$ cat config.mk
export PLATFORM = sky130hd
export DESIGN_NAME = crc8_frame_receiver_top
export DESIGN_NICKNAME = d
export VERILOG_FILES = /design/src/rtl/crc8fr_pkg.sv /design/src/rtl/crc8_frame_receiver_top.sv /design/src/rtl/crc8fr_csr.sv /design/src/rtl/crc8fr_parser.sv /design/src/rtl/crc8fr_out_buf.sv
export SDC_FILE = /design/constraint.sdc
export NUM_CORES = 1
export LEC_CHECK = 0
export BUFFER_PORTS_ARGS = -buffer_cell sky130_fd_sc_hd__buf_2
export CAP_MARGIN = 20
export CORE_AREA = 2 2 157 159
export CTS_CLUSTER_SIZE = 28
export DETAILED_ROUTE_END_ITERATION = 7
export DIE_AREA = 0 0 159 161
export PLACE_DENSITY = 0.69
export SLEW_MARGIN = 20
export SYNTH_ARGS = -nofsm -noshare
export SYNTH_HDL_FRONTEND = slang
export SYNTH_SLANG_ARGS = --single-unit
$ cat constraint.sdc
create_clock -name clock -period 5.7 [get_ports clock]
set_clock_uncertainty 0.2 [all_clocks]
set_input_delay 0.57 -clock clock [delete_from_list [all_inputs] [get_ports clock]]
set_output_delay 0.57 -clock clock [all_outputs]
set_load 0.02 [all_outputs]
$ cat src/rtl/crc8fr_pkg.sv
// crc8fr_pkg: shared types, codes and the crc-8 byte update for the frame receiver
// used by every module under rtl; depends on nothing
package crc8fr_pkg;

   localparam int unsigned BYTE_W    = 8;
   localparam int unsigned SYNC_W    = 16;
   localparam int unsigned CSR_IDX_W = 3;
   localparam int unsigned RSP_W     = 48;

   localparam logic [CSR_IDX_W-1:0] REG_SYNC_WORD        = 3'd0;
   localparam logic [CSR_IDX_W-1:0] REG_CRC_POLYNOMIAL   = 3'd1;
   localparam logic [CSR_IDX_W-1:0] REG_HANDSHAKE_ID     = 3'd2;
   localparam logic [CSR_IDX_W-1:0] REG_HEARTBEAT_ID     = 3'd3;
   localparam logic [CSR_IDX_W-1:0] REG_VELOCITY_ID      = 3'd4;
   localparam logic [CSR_IDX_W-1:0] REG_HANDSHAKE_LENGTH = 3'd5;
   localparam logic [CSR_IDX_W-1:0] REG_HEARTBEAT_LENGTH = 3'd6;
   localparam logic [CSR_IDX_W-1:0] REG_VELOCITY_LENGTH  = 3'd7;

   localparam logic [SYNC_W-1:0] RST_SYNC_WORD        = 16'hAA55;
   localparam logic [BYTE_W-1:0] RST_CRC_POLYNOMIAL   = 8'h07;
   localparam logic [BYTE_W-1:0] RST_HANDSHAKE_ID     = 8'd1;
   localparam logic [BYTE_W-1:0] RST_HEARTBEAT_ID     = 8'd2;
   localparam logic [BYTE_W-1:0] RST_VELOCITY_ID      = 8'd3;
   localparam logic [BYTE_W-1:0] RST_HANDSHAKE_LENGTH = 8'd4;
   localparam logic [BYTE_W-1:0] RST_HEARTBEAT_LENGTH = 8'd4;
   localparam logic [BYTE_W-1:0] RST_VELOCITY_LENGTH  = 8'd12;

   localparam logic [1:0] KIND_PAYLOAD  = 2'd0;
   localparam logic [1:0] KIND_ACCEPT   = 2'd1;
   localparam logic [1:0] KIND_MISMATCH = 2'd2;

   localparam logic [1:0] CLASS_NONE      = 2'd0;
   localparam logic [1:0] CLASS_HANDSHAKE = 2'd1;
   localparam logic [1:0] CLASS_HEARTBEAT = 2'd2;
   localparam logic [1:0] CLASS_VELOCITY  = 2'd3;

   typedef enum logic [2:0] {
      PH_SYNC1  = 3'd0,
      PH_SYNC2  = 3'd1,
      PH_ID     = 3'd2,
      PH_LENGTH = 3'd3,
      PH_DATA   = 3'd4,
      PH_CRC    = 3'd5
   } phase_type;

   typedef struct packed {
      logic [SYNC_W-1:0] sync_word;
      logic [BYTE_W-1:0] crc_polynomial;
      logic [BYTE_W-1:0] handshake_id;
      logic [BYTE_W-1:0] heartbeat_id;
      logic [BYTE_W-1:0] velocity_id;
      logic [BYTE_W-1:0] handshake_length;
      logic [BYTE_W-1:0] heartbeat_length;
      logic [BYTE_W-1:0] velocity_length;
   } cfg_type;

   typedef struct packed {
      logic [1:0]        result_kind;
      logic [BYTE_W-1:0] payload_byte;
      logic [BYTE_W-1:0] payload_index;
      logic [BYTE_W-1:0] frame_id;
      logic [BYTE_W-1:0] frame_length;
      logic [1:0]        packet_class;
      logic              reply_due;
      logic [BYTE_W-1:0] computed_crc;
   } result_type;

   // msb-first crc-8 over one byte, implicit x^8 term
   function automatic logic [BYTE_W-1:0] crc8_update(input logic [BYTE_W-1:0] crc,
                                                     input logic [BYTE_W-1:0] data,
                                                     input logic [BYTE_W-1:0] poly);
      logic [BYTE_W-1:0] c;
      c = crc ^ data;
      for (int i = 0; i < BYTE_W; i++) begin
         if (c[BYTE_W-1]) begin
            c = {c[BYTE_W-2:0], 1'b0} ^ poly;
         end else begin
            c = {c[BYTE_W-2:0], 1'b0};
         end
      end
      return c;
   endfunction

endpackage

$ cat src/rtl/crc8_frame_receiver_top.sv
// crc8_frame_receiver_top: byte-stream frame receiver with crc-8 check
// depends on crc8fr_pkg, crc8fr_csr, crc8fr_parser, crc8fr_out_buf
//
// req_ carries one received byte per request. The parser hunts for the two sync
// bytes, then takes id, length, the payload and a crc byte. Each payload byte
// gives one response with its index and the running crc; the crc byte gives a
// verdict response (accepted with class and reply flag, or crc mismatch).
// Sync, id and length bytes give no response.
// A response is registered in the response buffer before it appears on rsp_.
// Throughput: one byte per cycle while the buffer has space; the crc step and
// phase update sit between the request handshake and a two-entry response buffer.
// req_tready drops only while both buffer entries hold responses not yet taken,
// so a stalled rsp_ side holds back requests after two responses.
// csr_ writes take effect on the next cycle and are meant for idle periods.
// Reset (synchronous) restores the register defaults, returns the parser to
// the sync hunt and empties the response buffer.
module crc8_frame_receiver_top (
   input  logic                                 clock,
   input  logic                                 reset,
   input  logic                                 req_tvalid,
   output logic                                 req_tready,
   input  logic [crc8fr_pkg::BYTE_W-1:0]        req_tdata,  // rx_byte
   output logic                                 rsp_tvalid,
   input  logic                                 rsp_tready,
   // result_kind, payload_byte, payload_index, frame_id, frame_length,
   // packet_class, reply_due, computed_crc, zero fill
   output logic [crc8fr_pkg::RSP_W-1:0]         rsp_tdata,
   input  logic                                 csr_we,
   input  logic [crc8fr_pkg::CSR_IDX_W-1:0]     csr_index,
   input  logic [crc8fr_pkg::SYNC_W-1:0]        csr_wdata
);
   import crc8fr_pkg::*;

   cfg_type    cfg;
   logic       accept;
   logic       res_valid;
   result_type res;
   result_type out_res;
   logic       buf_space;

   assign accept     = req_tvalid && req_tready;
   assign req_tready = buf_space;

   crc8fr_csr u_csr (
      .clock     (clock),
      .reset     (reset),
      .csr_we    (csr_we),
      .csr_index (csr_index),
      .csr_wdata (csr_wdata),
      .cfg       (cfg)
   );

   crc8fr_parser u_parser (
      .clock     (clock),
      .reset     (reset),
      .accept    (accept),
      .rx_byte   (req_tdata),
      .cfg       (cfg),
      .res_valid (res_valid),
      .res       (res)
   );

   crc8fr_out_buf u_out_buf (
      .clock     (clock),
      .reset     (reset),
      .push      (res_valid),
      .push_data (res),
      .has_space (buf_space),
      .out_valid (rsp_tvalid),
      .out_ready (rsp_tready),
      .out_data  (out_res)
   );

   assign rsp_tdata = {3'b000,
                       out_res.computed_crc,
                       out_res.reply_due,
                       out_res.packet_class,
                       out_res.frame_length,
                       out_res.frame_id,
                       out_res.payload_index,
                       out_res.payload_byte,
                       out_res.result_kind};

endmodule

$ cat src/rtl/crc8fr_csr.sv
// crc8fr_csr: configuration registers of the frame receiver, write-only
// depends on crc8fr_pkg
module crc8fr_csr (
   input  logic                                  clock,
   input  logic                                  reset,
   input  logic                                  csr_we,
   input  logic [crc8fr_pkg::CSR_IDX_W-1:0]      csr_index,
   input  logic [crc8fr_pkg::SYNC_W-1:0]         csr_wdata,
   output crc8fr_pkg::cfg_type                   cfg
);
   import crc8fr_pkg::*;

   cfg_type cfg_ff;
   cfg_type cfg_in;

   always_comb begin
      cfg_in = cfg_ff;
      if (csr_we) begin
         case (csr_index)
            REG_SYNC_WORD:        cfg_in.sync_word        = csr_wdata;
            REG_CRC_POLYNOMIAL:   cfg_in.crc_polynomial   = csr_wdata[BYTE_W-1:0];
            REG_HANDSHAKE_ID:     cfg_in.handshake_id     = csr_wdata[BYTE_W-1:0];
            REG_HEARTBEAT_ID:     cfg_in.heartbeat_id     = csr_wdata[BYTE_W-1:0];
            REG_VELOCITY_ID:      cfg_in.velocity_id      = csr_wdata[BYTE_W-1:0];
            REG_HANDSHAKE_LENGTH: cfg_in.handshake_length = csr_wdata[BYTE_W-1:0];
            REG_HEARTBEAT_LENGTH: cfg_in.heartbeat_length = csr_wdata[BYTE_W-1:0];
            REG_VELOCITY_LENGTH:  cfg_in.velocity_length  = csr_wdata[BYTE_W-1:0];
            default:              cfg_in = cfg_ff;
         endcase
      end
   end

   always_ff @(posedge clock) begin
      if (reset) begin
         cfg_ff.sync_word        <= RST_SYNC_WORD;
         cfg_ff.crc_polynomial   <= RST_CRC_POLYNOMIAL;
         cfg_ff.handshake_id     <= RST_HANDSHAKE_ID;
         cfg_ff.heartbeat_id     <= RST_HEARTBEAT_ID;
         cfg_ff.velocity_id      <= RST_VELOCITY_ID;
         cfg_ff.handshake_length <= RST_HANDSHAKE_LENGTH;
         cfg_ff.heartbeat_length <= RST_HEARTBEAT_LENGTH;
         cfg_ff.velocity_length  <= RST_VELOCITY_LENGTH;
      end else begin
         cfg_ff <= cfg_in;
      end
   end

   assign cfg = cfg_ff;

endmodule

$ cat src/rtl/crc8fr_parser.sv
// crc8fr_parser: frame fsm, running crc and result forming, one byte per accepted cycle
// depends on crc8fr_pkg
module crc8fr_parser (
   input  logic                             clock,
   input  logic                             reset,
   input  logic                             accept,
   input  logic [crc8fr_pkg::BYTE_W-1:0]    rx_byte,
   input  crc8fr_pkg::cfg_type              cfg,
   output logic                             res_valid,
   output crc8fr_pkg::result_type           res
);
   import crc8fr_pkg::*;

   phase_type         phase_ff, phase_in;
   logic [BYTE_W-1:0] held_id_ff, held_id_in;
   logic [BYTE_W-1:0] held_length_ff, held_length_in;
   logic [BYTE_W-1:0] bytes_taken_ff, bytes_taken_in;
   logic [BYTE_W-1:0] running_crc_ff, running_crc_in;

   logic [BYTE_W-1:0] crc_base;
   logic [BYTE_W-1:0] crc_next;
   logic [BYTE_W-1:0] taken_inc;
   logic [1:0]        class_code;

   assign crc_base  = (phase_ff == PH_ID) ? '0 : running_crc_ff;
   assign crc_next  = crc8_update(crc_base, rx_byte, cfg.crc_polynomial);
   assign taken_inc = bytes_taken_ff + 8'd1;

   // first matching id decides, even on a length mismatch
   always_comb begin
      if (held_id_ff == cfg.handshake_id) begin
         class_code = (held_length_ff == cfg.handshake_length) ? CLASS_HANDSHAKE : CLASS_NONE;
      end else if (held_id_ff == cfg.heartbeat_id) begin
         class_code = (held_length_ff == cfg.heartbeat_length) ? CLASS_HEARTBEAT : CLASS_NONE;
      end else if (held_id_ff == cfg.velocity_id) begin
         class_code = (held_length_ff == cfg.velocity_length) ? CLASS_VELOCITY : CLASS_NONE;
      end else begin
         class_code = CLASS_NONE;
      end
   end

   // next phase
   always_comb begin
      phase_in = phase_ff;
      if (accept) begin
         case (phase_ff)
            PH_SYNC1:  phase_in = (rx_byte == cfg.sync_word[SYNC_W-1:BYTE_W]) ? PH_SYNC2
                                                                              : PH_SYNC1;
            PH_SYNC2:  phase_in = (rx_byte == cfg.sync_word[BYTE_W-1:0]) ? PH_ID : PH_SYNC1;
            PH_ID:     phase_in = PH_LENGTH;
            PH_LENGTH: phase_in = (rx_byte != '0) ? PH_DATA : PH_CRC;
            PH_DATA:   phase_in = (taken_inc >= held_length_ff) ? PH_CRC : PH_DATA;
            PH_CRC:    phase_in = PH_SYNC1;
            default:   phase_in = PH_SYNC1;
         endcase
      end
   end

   // datapath state and result
   always_comb begin
      held_id_in     = held_id_ff;
      held_length_in = held_length_ff;
      bytes_taken_in = bytes_taken_ff;
      running_crc_in = running_crc_ff;
      res_valid      = 1'b0;
      res            = '0;
      if (accept) begin
         case (phase_ff)
            PH_SYNC1: begin
               if (rx_byte == cfg.sync_word[SYNC_W-1:BYTE_W]) begin
                  running_crc_in = '0;
               end
            end
            PH_ID: begin
               held_id_in     = rx_byte;
               running_crc_in = crc_next;
            end
            PH_LENGTH: begin
               held_length_in = rx_byte;
               running_crc_in = crc_next;
               bytes_taken_in = '0;
            end
            PH_DATA: begin
               running_crc_in    = crc_next;
               bytes_taken_in    = taken_inc;
               res_valid         = 1'b1;
               res.result_kind   = KIND_PAYLOAD;
               res.payload_byte  = rx_byte;
               res.payload_index = bytes_taken_ff;
               res.frame_id      = held_id_ff;
               res.frame_length  = held_length_ff;
               res.computed_crc  = crc_next;
            end
            PH_CRC: begin
               res_valid        = 1'b1;
               res.frame_id     = held_id_ff;
               res.frame_length = held_length_ff;
               res.computed_crc = running_crc_ff;
               if (rx_byte == running_crc_ff) begin
                  res.result_kind  = KIND_ACCEPT;
                  res.packet_class = class_code;
                  res.reply_due    = 1'b1;
               end else begin
                  res.result_kind = KIND_MISMATCH;
               end
            end
            default: begin
               res_valid = 1'b0;
            end
         endcase
      end
   end

   always_ff @(posedge clock) begin
      if (reset) begin
         phase_ff       <= PH_SYNC1;
         held_id_ff     <= '0;
         held_length_ff <= '0;
         bytes_taken_ff <= '0;
         running_crc_ff <= '0;
      end else begin
         phase_ff       <= phase_in;
         held_id_ff     <= held_id_in;
         held_length_ff <= held_length_in;
         bytes_taken_ff <= bytes_taken_in;
         running_crc_ff <= running_crc_in;
      end
   end

   a_data_index_in_range: assert property (@(posedge clock) disable iff (reset)
      phase_ff == PH_DATA |-> bytes_taken_ff < held_length_ff)
      else $error("payload index ran past the declared length");

   a_verdict_ends_frame: assert property (@(posedge clock) disable iff (reset)
      accept && phase_ff == PH_CRC |=> phase_ff == PH_SYNC1)
      else $error("parser did not return to sync hunt after the crc byte");

   a_result_only_in_body: assert property (@(posedge clock) disable iff (reset)
      res_valid |-> accept && (phase_ff == PH_DATA || phase_ff == PH_CRC))
      else $error("result raised outside payload or crc phase");

endmodule

$ cat src/rtl/crc8fr_out_buf.sv
// crc8fr_out_buf: two-entry result buffer that decouples the parser from response stalls
// depends on crc8fr_pkg
module crc8fr_out_buf (
   input  logic                       clock,
   input  logic                       reset,
   input  logic                       push,
   input  crc8fr_pkg::result_type     push_data,
   output logic                       has_space,
   output logic                       out_valid,
   input  logic                       out_ready,
   output crc8fr_pkg::result_type     out_data
);
   import crc8fr_pkg::*;

   result_type entry_ff [2];
   logic       wr_ptr_ff, wr_ptr_in;
   logic       rd_ptr_ff, rd_ptr_in;
   logic [1:0] count_ff, count_in;
   logic       pop;

   assign out_valid = (count_ff != 2'd0);
   assign has_space = (count_ff != 2'd2);
   assign out_data  = entry_ff[rd_ptr_ff];
   assign pop       = out_valid && out_ready;

   always_comb begin
      wr_ptr_in = push ? ~wr_ptr_ff : wr_ptr_ff;
      rd_ptr_in = pop ? ~rd_ptr_ff : rd_ptr_ff;
      count_in  = count_ff + {1'b0, push} - {1'b0, pop};
   end

   always_ff @(posedge clock) begin
      if (push) begin
         entry_ff[wr_ptr_ff] <= push_data;
      end
   end

   always_ff @(posedge clock) begin
      if (reset) begin
         wr_ptr_ff <= 1'b0;
         rd_ptr_ff <= 1'b0;
         count_ff  <= 2'd0;
      end else begin
         wr_ptr_ff <= wr_ptr_in;
         rd_ptr_ff <= rd_ptr_in;
         count_ff  <= count_in;
      end
   end

   a_count_bounded: assert property (@(posedge clock) disable iff (reset)
      count_ff != 2'd3)
      else $error("result buffer count out of range");

   a_no_push_when_full: assert property (@(posedge clock) disable iff (reset)
      push |-> has_space)
      else $error("result pushed into a full buffer");

   a_ptrs_track_count: assert property (@(posedge clock) disable iff (reset)
      (count_ff == 2'd0 || count_ff == 2'd2) |-> wr_ptr_ff == rd_ptr_ff)
      else $error("buffer pointers disagree with fill count");

endmodule
## Word level (Yosys, flattened, before mapping)

Memories as Yosys holds them, arrays and structs flattened. A register that Yosys moved wholly into a read port is not among the register bits.
Cells that the tools add are included.

| word-level totals | value |
|---|---|
| bits in registers | 111 |
| memory bits (writable) | 90 |
| bits of input ports | 32 |
| logic and storage cells | 114 |
| memories kept | 1 |

Memory list:

| name | depth | bits a word | rd ports | clocked after Yosys merged registers in | write ports | RTL line | source |
|---|---|---|---|---|---|---|---|
| u_out_buf.entry_ff | 2 | 45 | 1 | 1 | 1 | crc8fr_out_buf.sv:15 | `result_type entry_ff [2];` |

| cells by class | value |
|---|---|
| add/sub/neg operators | 3 |
| $lt $le $gt $ge | 1 |
| equality and inequality tests | 23 |
| multiplexer cells | 37 |
| bitwise logic cells | 11 |
| reduce and logical (&&, ||, !) cells | 22 |

Operators by type and width:

| kind | number |
|---|---|
| two-way mux 8 bit | 10 |
| equality test 8 bit | 9 |
| bitwise XOR 8 bit | 9 |
| one-hot mux 8 bit (2 select lines) | 3 |
| two-way mux 45 bit | 1 |
| two-way mux 16 bit | 2 |
| AND reduction 2 bit | 11 |
| equality test 3 bit, second input constant | 6 |
| two-way mux 2 bit | 8 |
| one-hot mux 3 bit (5 select lines) | 1 |
| equality test 3 x 2 -> 1 bit, second input constant | 4 |
| two-way mux 1 bit | 10 |
| adder 8 x 1 -> 8 bit, second input constant | 1 |
| greater-or-equal comparator 8 bit | 1 |
| nonzero test 8 bit | 1 |
| equality test 3 x 1 -> 1 bit, second input constant | 2 |
| logical NOT 3 bit | 2 |
| two-way mux 3 bit | 2 |
| nonzero test 2 bit | 3 |
| AND reduction 3 bit | 1 |
| OR reduction 3 bit | 1 |
| adder 2 x 1 -> 2 bit | 1 |
| logical AND 1 bit | 2 |
| != test 2 x 1 -> 1 bit, second input constant | 1 |
| 4 further kinds | 5 |

## Depth between registers and ports, before layout

| logic depth | value |
|---|---|
| depth in word-level cells | 21 |
| depth in mapped cells | 19 |
| gate-level depth less buffers | 14 |

## Cells and area by module

A second synthesis with hierarchy kept.

| unflattened totals | value |
|---|---|
| cell total of the unflattened synthesis | 1069 |
| area, all modules | 11090.6 um2 |

Modules (own cells, without submodules):

| module | instances | cells an instance | area each (um2) | seq. area each (um2) |
|---|---|---|---|---|
| crc8fr_parser | 1 | 629 | 4506.8 | 700.7 |
| crc8fr_out_buf | 1 | 163 | 3656.0 | 2802.7 |
| crc8fr_csr | 1 | 272 | 2895.3 | 1441.4 |
| crc8_frame_receiver_top | 1 | 5 | 32.5 | 0.0 |

## Worst setup path before layout

Ideal clock, no wire load.

| timing path | value |
|---|---|
| kind | input-to-reg |
| start | input port req_tdata[7] (netlist bit) |
| end | memory u_out_buf.entry_ff[0][4] (netlist bit) (data pin) |
| setup time | 263 ps |
| arrival | 4227 ps |
| path slack | 1010 ps |
| stages | 17 |
| cell sequence | buf_2 nand2b_1 o211a_2 or3_1 a31oi_1 nor3_2 xor3_2 xnor3_1 a211o_1 and4_1 buf_6 nor3_4 xnor2_2 xor2_2 buf_6 nor2_1 a211o_1 |

RTL lines:

| what | RTL line | source |
|---|---|---|
| from (decl) | crc8_frame_receiver_top.sv:22 | `input logic [crc8fr_pkg::BYTE_W-1:0] req_tdata,` |
| to (decl) | crc8fr_out_buf.sv:15 |  |

## Final worst setup path

| timing path | value |
|---|---|
| start | register u_parser.phase_ff[1] |
| end | register u_parser.running_crc_ff[4] |

| between the ends | value |
|---|---|
| word-level cells in the longest chain between the ends | 19 |
| elaborated cells on any way between the ends | 27 |
| classes of those cells | eq/ne: 4; mux: 10; bitwise: 9; reduce/logical: 4 |

RTL lines:

| what | RTL line | source |
|---|---|---|
| from (decl) | crc8fr_parser.sv:14 | `phase_type phase_ff, phase_in;` |
| from (signal assigned) | crc8fr_parser.sv:122 | `phase_ff <= phase_in;` |
| equality test 3 x 2 -> 1 bit | crc8fr_parser.sv:25, crc8fr_parser.sv:68 |  |
| two-way mux 8 bit | crc8fr_parser.sv:25 | `assign crc_base = (phase_ff == PH_ID) ? '0 : running_crc_ff;` |
| bitwise XOR 8 bit | crc8fr_pkg.sv:73 | `c = crc ^ data;` |
| bitwise XOR 8 bit | crc8fr_pkg.sv:76 | `c = {c[BYTE_W-2:0], 1'b0} ^ poly;` |
| two-way mux 8 bit | crc8fr_pkg.sv:75 | `if (c[BYTE_W-1]) begin` |
| bitwise XOR 8 bit | crc8fr_pkg.sv:76 |  |
| two-way mux 8 bit | crc8fr_pkg.sv:75 |  |
| bitwise XOR 8 bit | crc8fr_pkg.sv:76 |  |
| [3 not listed] | - |  |
| two-way mux 8 bit or bitwise XOR 8 bit (tied branches) | crc8fr_pkg.sv:75, crc8fr_pkg.sv:76 |  |
| bitwise XOR 8 bit or two-way mux 8 bit (tied branches) | crc8fr_pkg.sv:76, crc8fr_pkg.sv:75 |  |
| two-way mux 8 bit or bitwise XOR 8 bit (tied branches) | crc8fr_pkg.sv:75, crc8fr_pkg.sv:76 |  |
| bitwise XOR 8 bit or two-way mux 8 bit (tied branches) | crc8fr_pkg.sv:76, crc8fr_pkg.sv:75 |  |
| two-way mux 8 bit or bitwise XOR 8 bit (tied branches) | crc8fr_pkg.sv:75, crc8fr_pkg.sv:76 |  |
| bitwise XOR 8 bit or two-way mux 8 bit (tied branches) | crc8fr_pkg.sv:76, crc8fr_pkg.sv:75 |  |
| two-way mux 8 bit | crc8fr_pkg.sv:75 |  |
| one-hot mux 8 bit (2 select lines) | crc8fr_parser.sv:68 | `case (phase_ff)` |
| to (signal assigned) | crc8fr_parser.sv:126 | `running_crc_ff <= running_crc_in;` |
| to (decl) | crc8fr_parser.sv:18 | `logic [BYTE_W-1:0] running_crc_ff, running_crc_in;` |

Parallel ways exist; a longest one is shown, timed or not.
A chain may end at the register's enable or synchronous reset.

==> results.yml <==
outcome:
  outcome: "complete, no violations"
clock_tree:
  htree_levels: 4
  cts_buffer_depth: 2
  cts_hold_buf: 0
  cts_tree: "yes"
  clkTransAtPathRegs_ps: 80
  clock_latency_ps: 440
  cts_setup_buffers: 0
  ctsResizeCount: 0
  clock_sinks: 200
  cts_root_buffer: "clkbuf_16"
  cts_buffers: 17
pwr:
  p_switching_uw: 771
  sw_frac_of_total_pct: 26.0
  pwr_density_cell_nw_per_um2: 252
  power_mw: 2.96
  leakage_nw: 3.92
  seqPwrFrac_pct: 50.9
  p_int_mw: 2.19
  power_frac_clock_pct: 39.7
  combPwrFrac_pct: 9.5
  peakVddDrop_v: 0.000201
min_path:
  hold_class: "in -> reg"
floorplan:
  die_x_um: 159
  rows: 57
  boundaryPins: 82
  core_um2: 24000
  start_util_pct: 44.5
  die-area_um2: 25600
  die_y_um: 161
worst_setup_path:
  r2r_slack_ps: 750
  worstPathArrival_ps: 5080
  crit_path_max_fanout: 18
  start_kind: "flip-flop"
  worst_ep_required_time_ps: 5840
  critPathCaptureType: "flip-flop"
  crit_type: "reg -> reg"
synthesis:
  postSynthCellCount: 1143
  synth_cell_type_count: 71
  synth-seq-cells: 200
  syn_avg_cell_area_um2: 9.33
  synth_warnings: 0
  async_reset_ff_share_pct: 0
  syn_area_um2: 10700
  synth-edff-count: 88
  ys_seq_area_share_pct: 45.8
  synth_flop_cell: "dfxtp_1"
timing:
  slew_headroom_pct: 42.2
  slew_violations: 0
  min_period_ps: 4950
  fin_tns_setup_ps: 0
  setup_viol: 0
  worst_pin_slew_ps: 861
  max_freq_ghz: 0.202
  rsz0062_at_grt: "false"
  hold_viol: 0
  finalCritPeriodShare_pct: 86.8
placed_design:
  hpwl_mm: 18.4
  portBuffers: 78
  gp_routability_congestion: 0.877
  placed_cells: 1481
layout:
  multi_input_area_um2: 5350
  layout_common_cells: "nand2_1, dfxtp_1, a21oi_1"
  diodes: 0
  final_common_cell: "nand2_1"
  nNetsFinal: 1219
  fillCellCount: 2288
  syn2layout_area_growth_pct: 10.3
  regArea_um2: 4890
  drive_above_1_share_pct: 16.1
  fin_cells: 1513
drt:
  drcViolationCount: 0
  dr.pass1.iters: 5
  drt_iter0_markers: 567
  vias_per_cell: 5.43
  ant_nets: 0
  totalWireLength_mm: 26.6
  routedWlPerCell_um: 17.6
  dr_total_vias: 8219
run:
  cap_violations: 0
grt:
  overflow: 0
  grt_max_degree: 59
  antenna_found_initial: 0
  grt_pass1_vias: 7687
  grt_pass1_wl_mm: 41.9
  grt.total_usage_pct: 20.9
[worst paths after layout]
check,startpoint,end,depth (start not counted)
worst max-delay path,u_parser.phase_ff[1]$_SDFFE_PP0P_,u_parser.running_crc_ff[4]$_SDFFE_PP0P_,15
worst min-delay path,csr_wdata[13],u_csr.cfg[69]$_SDFFE_PP1P_,3
worst max register to register,u_parser.phase_ff[1]$_SDFFE_PP0P_,u_parser.running_crc_ff[4]$_SDFFE_PP0P_,15
worst min register to register,u_csr.cfg[45]$_SDFFE_PP0P_,u_csr.cfg[45]$_SDFFE_PP0P_,2
[layer usage]
metal | wire (um) | up-vias | global-route usage (%)
met1 | 12300 | 3881 | 30.3
met2 | 12100 | 275 | 32.8
li1 | - | 4034 | -
met3 | 1900 | 29 | 3.31
met4 | 255 | 0 | 5.00
met5 | 0 | - | 0
[logic make-up after synthesis]
logic type | count (synthesis) | synth area share [%]
xor gates and xnor gates | 120 | 11.0
and+or+nand+nor | 479 | 21.4
other | 1 | 0.0351
muxes | 53 | 5.50
adders and majority gates | 11 | 1.29
AOI/OAI and AO/OA | 183 | 10.7
DFF | 200 | 45.8
buffers and inverters | 96 | 4.27
[synthesized netlist by cell type, types with 5 or more instances]
cell type / n / area (um2)
or3_1: 7 / 43.8
a32o_1: 5 / 50.1
nand4_1: 12 / 75.1
o211ai_1: 7 / 52.6
buf_2: 6 / 30.0
a22oi_1: 5 / 37.5
nor4_1: 16 / 100
a21oi_1: 93 / 465
nor2b_1: 7 / 43.8
a21o_1: 7 / 52.6
buf_6: 6 / 67.6
xnor2_1: 68 / 596
nor3_1: 24 / 120
nand3b_1: 16 / 120
clkbuf_2: 7 / 35.0
and2_1: 27 / 169
dfxtp_1: 112 / 2240
clkbuf_1: 46 / 173
o21ai_0: 26 / 130
a31oi_1: 6 / 37.5
xor2_1: 42 / 368
a211o_1: 7 / 61.3
nor2_1: 69 / 259
and3_1: 10 / 62.6
mux2i_1: 8 / 80.1
inv_1: 17 / 63.8
edfxtp_1: 88 / 2640
xnor3_1: 6 / 135
buf_4: 9 / 67.6
buf_1: 5 / 18.8
ha_1: 11 / 138
nand2_1: 231 / 867
mux2_2: 45 / 507
nand3_1: 27 / 135
nand2b_1: 10 / 62.6
[per-stage QoR]
step	util (%)	instance area [um2]	hold slack [ps]	setup WS [ps]
global route	49.1	11800	143	473
finish	49.1	11800	142	753
detailed placement	46.7	11200	258	642
floorplan	-	10700	248	1010
global placement	46.7	11200	253	725
CTS	49.1	11800	130	796
[area by class of cell]
class	instances	area share [%]
Multi-Input combinational cell	849	45.5
Timing Repair Buffer	91	4.15
Sequential cell	200	41.5
Clock inverter	15	1.26
Tap cell	324	3.44
Clock buffer	17	3.61
Inverter	17	0.542
[critical path, stage by stage (launching register included)]
cell	delay, ps
dfxtp_1	510
nor3b_4	410
o211a_1	370
nand3_1	180
a211oi_2	280
nor2_1	100
xor3_2	420
xnor3_1	380
a211o_1	350
a22oi_4	330
nor3_4	80
xnor2_2	190
xor2_2	180
buf_4	220
or3_1	360
a32o_1	250
[flip-flops by register name, indices dropped and copies added (netlist names), named ones only]
register / flops
u_out_buf.count_ff: 2
u_parser.held_id_ff: 8
u_parser.bytes_taken_ff: 8
u_parser.held_length_ff: 8
u_out_buf.entry_ff: 88
u_csr.cfg: 72
u_out_buf.rd_ptr_ff: 1
u_out_buf.wr_ptr_ff: 1
u_parser.phase_ff: 3
u_parser.running_crc_ff: 8
[power groups by stage]
stage | clock network [mW] | registers, mW | logic [mW]
global route | 1.24 | 1.51 | 0.305
detailed placement | 0 | 1.54 | 0.278
CTS | 1.19 | 1.51 | 0.280
floorplan | 0 | 1.53 | 0.223
finish | 1.17 | 1.51 | 0.281
global placement | 0 | 1.54 | 0.276
Note: power is estimated with default switching activity, not from simulation.
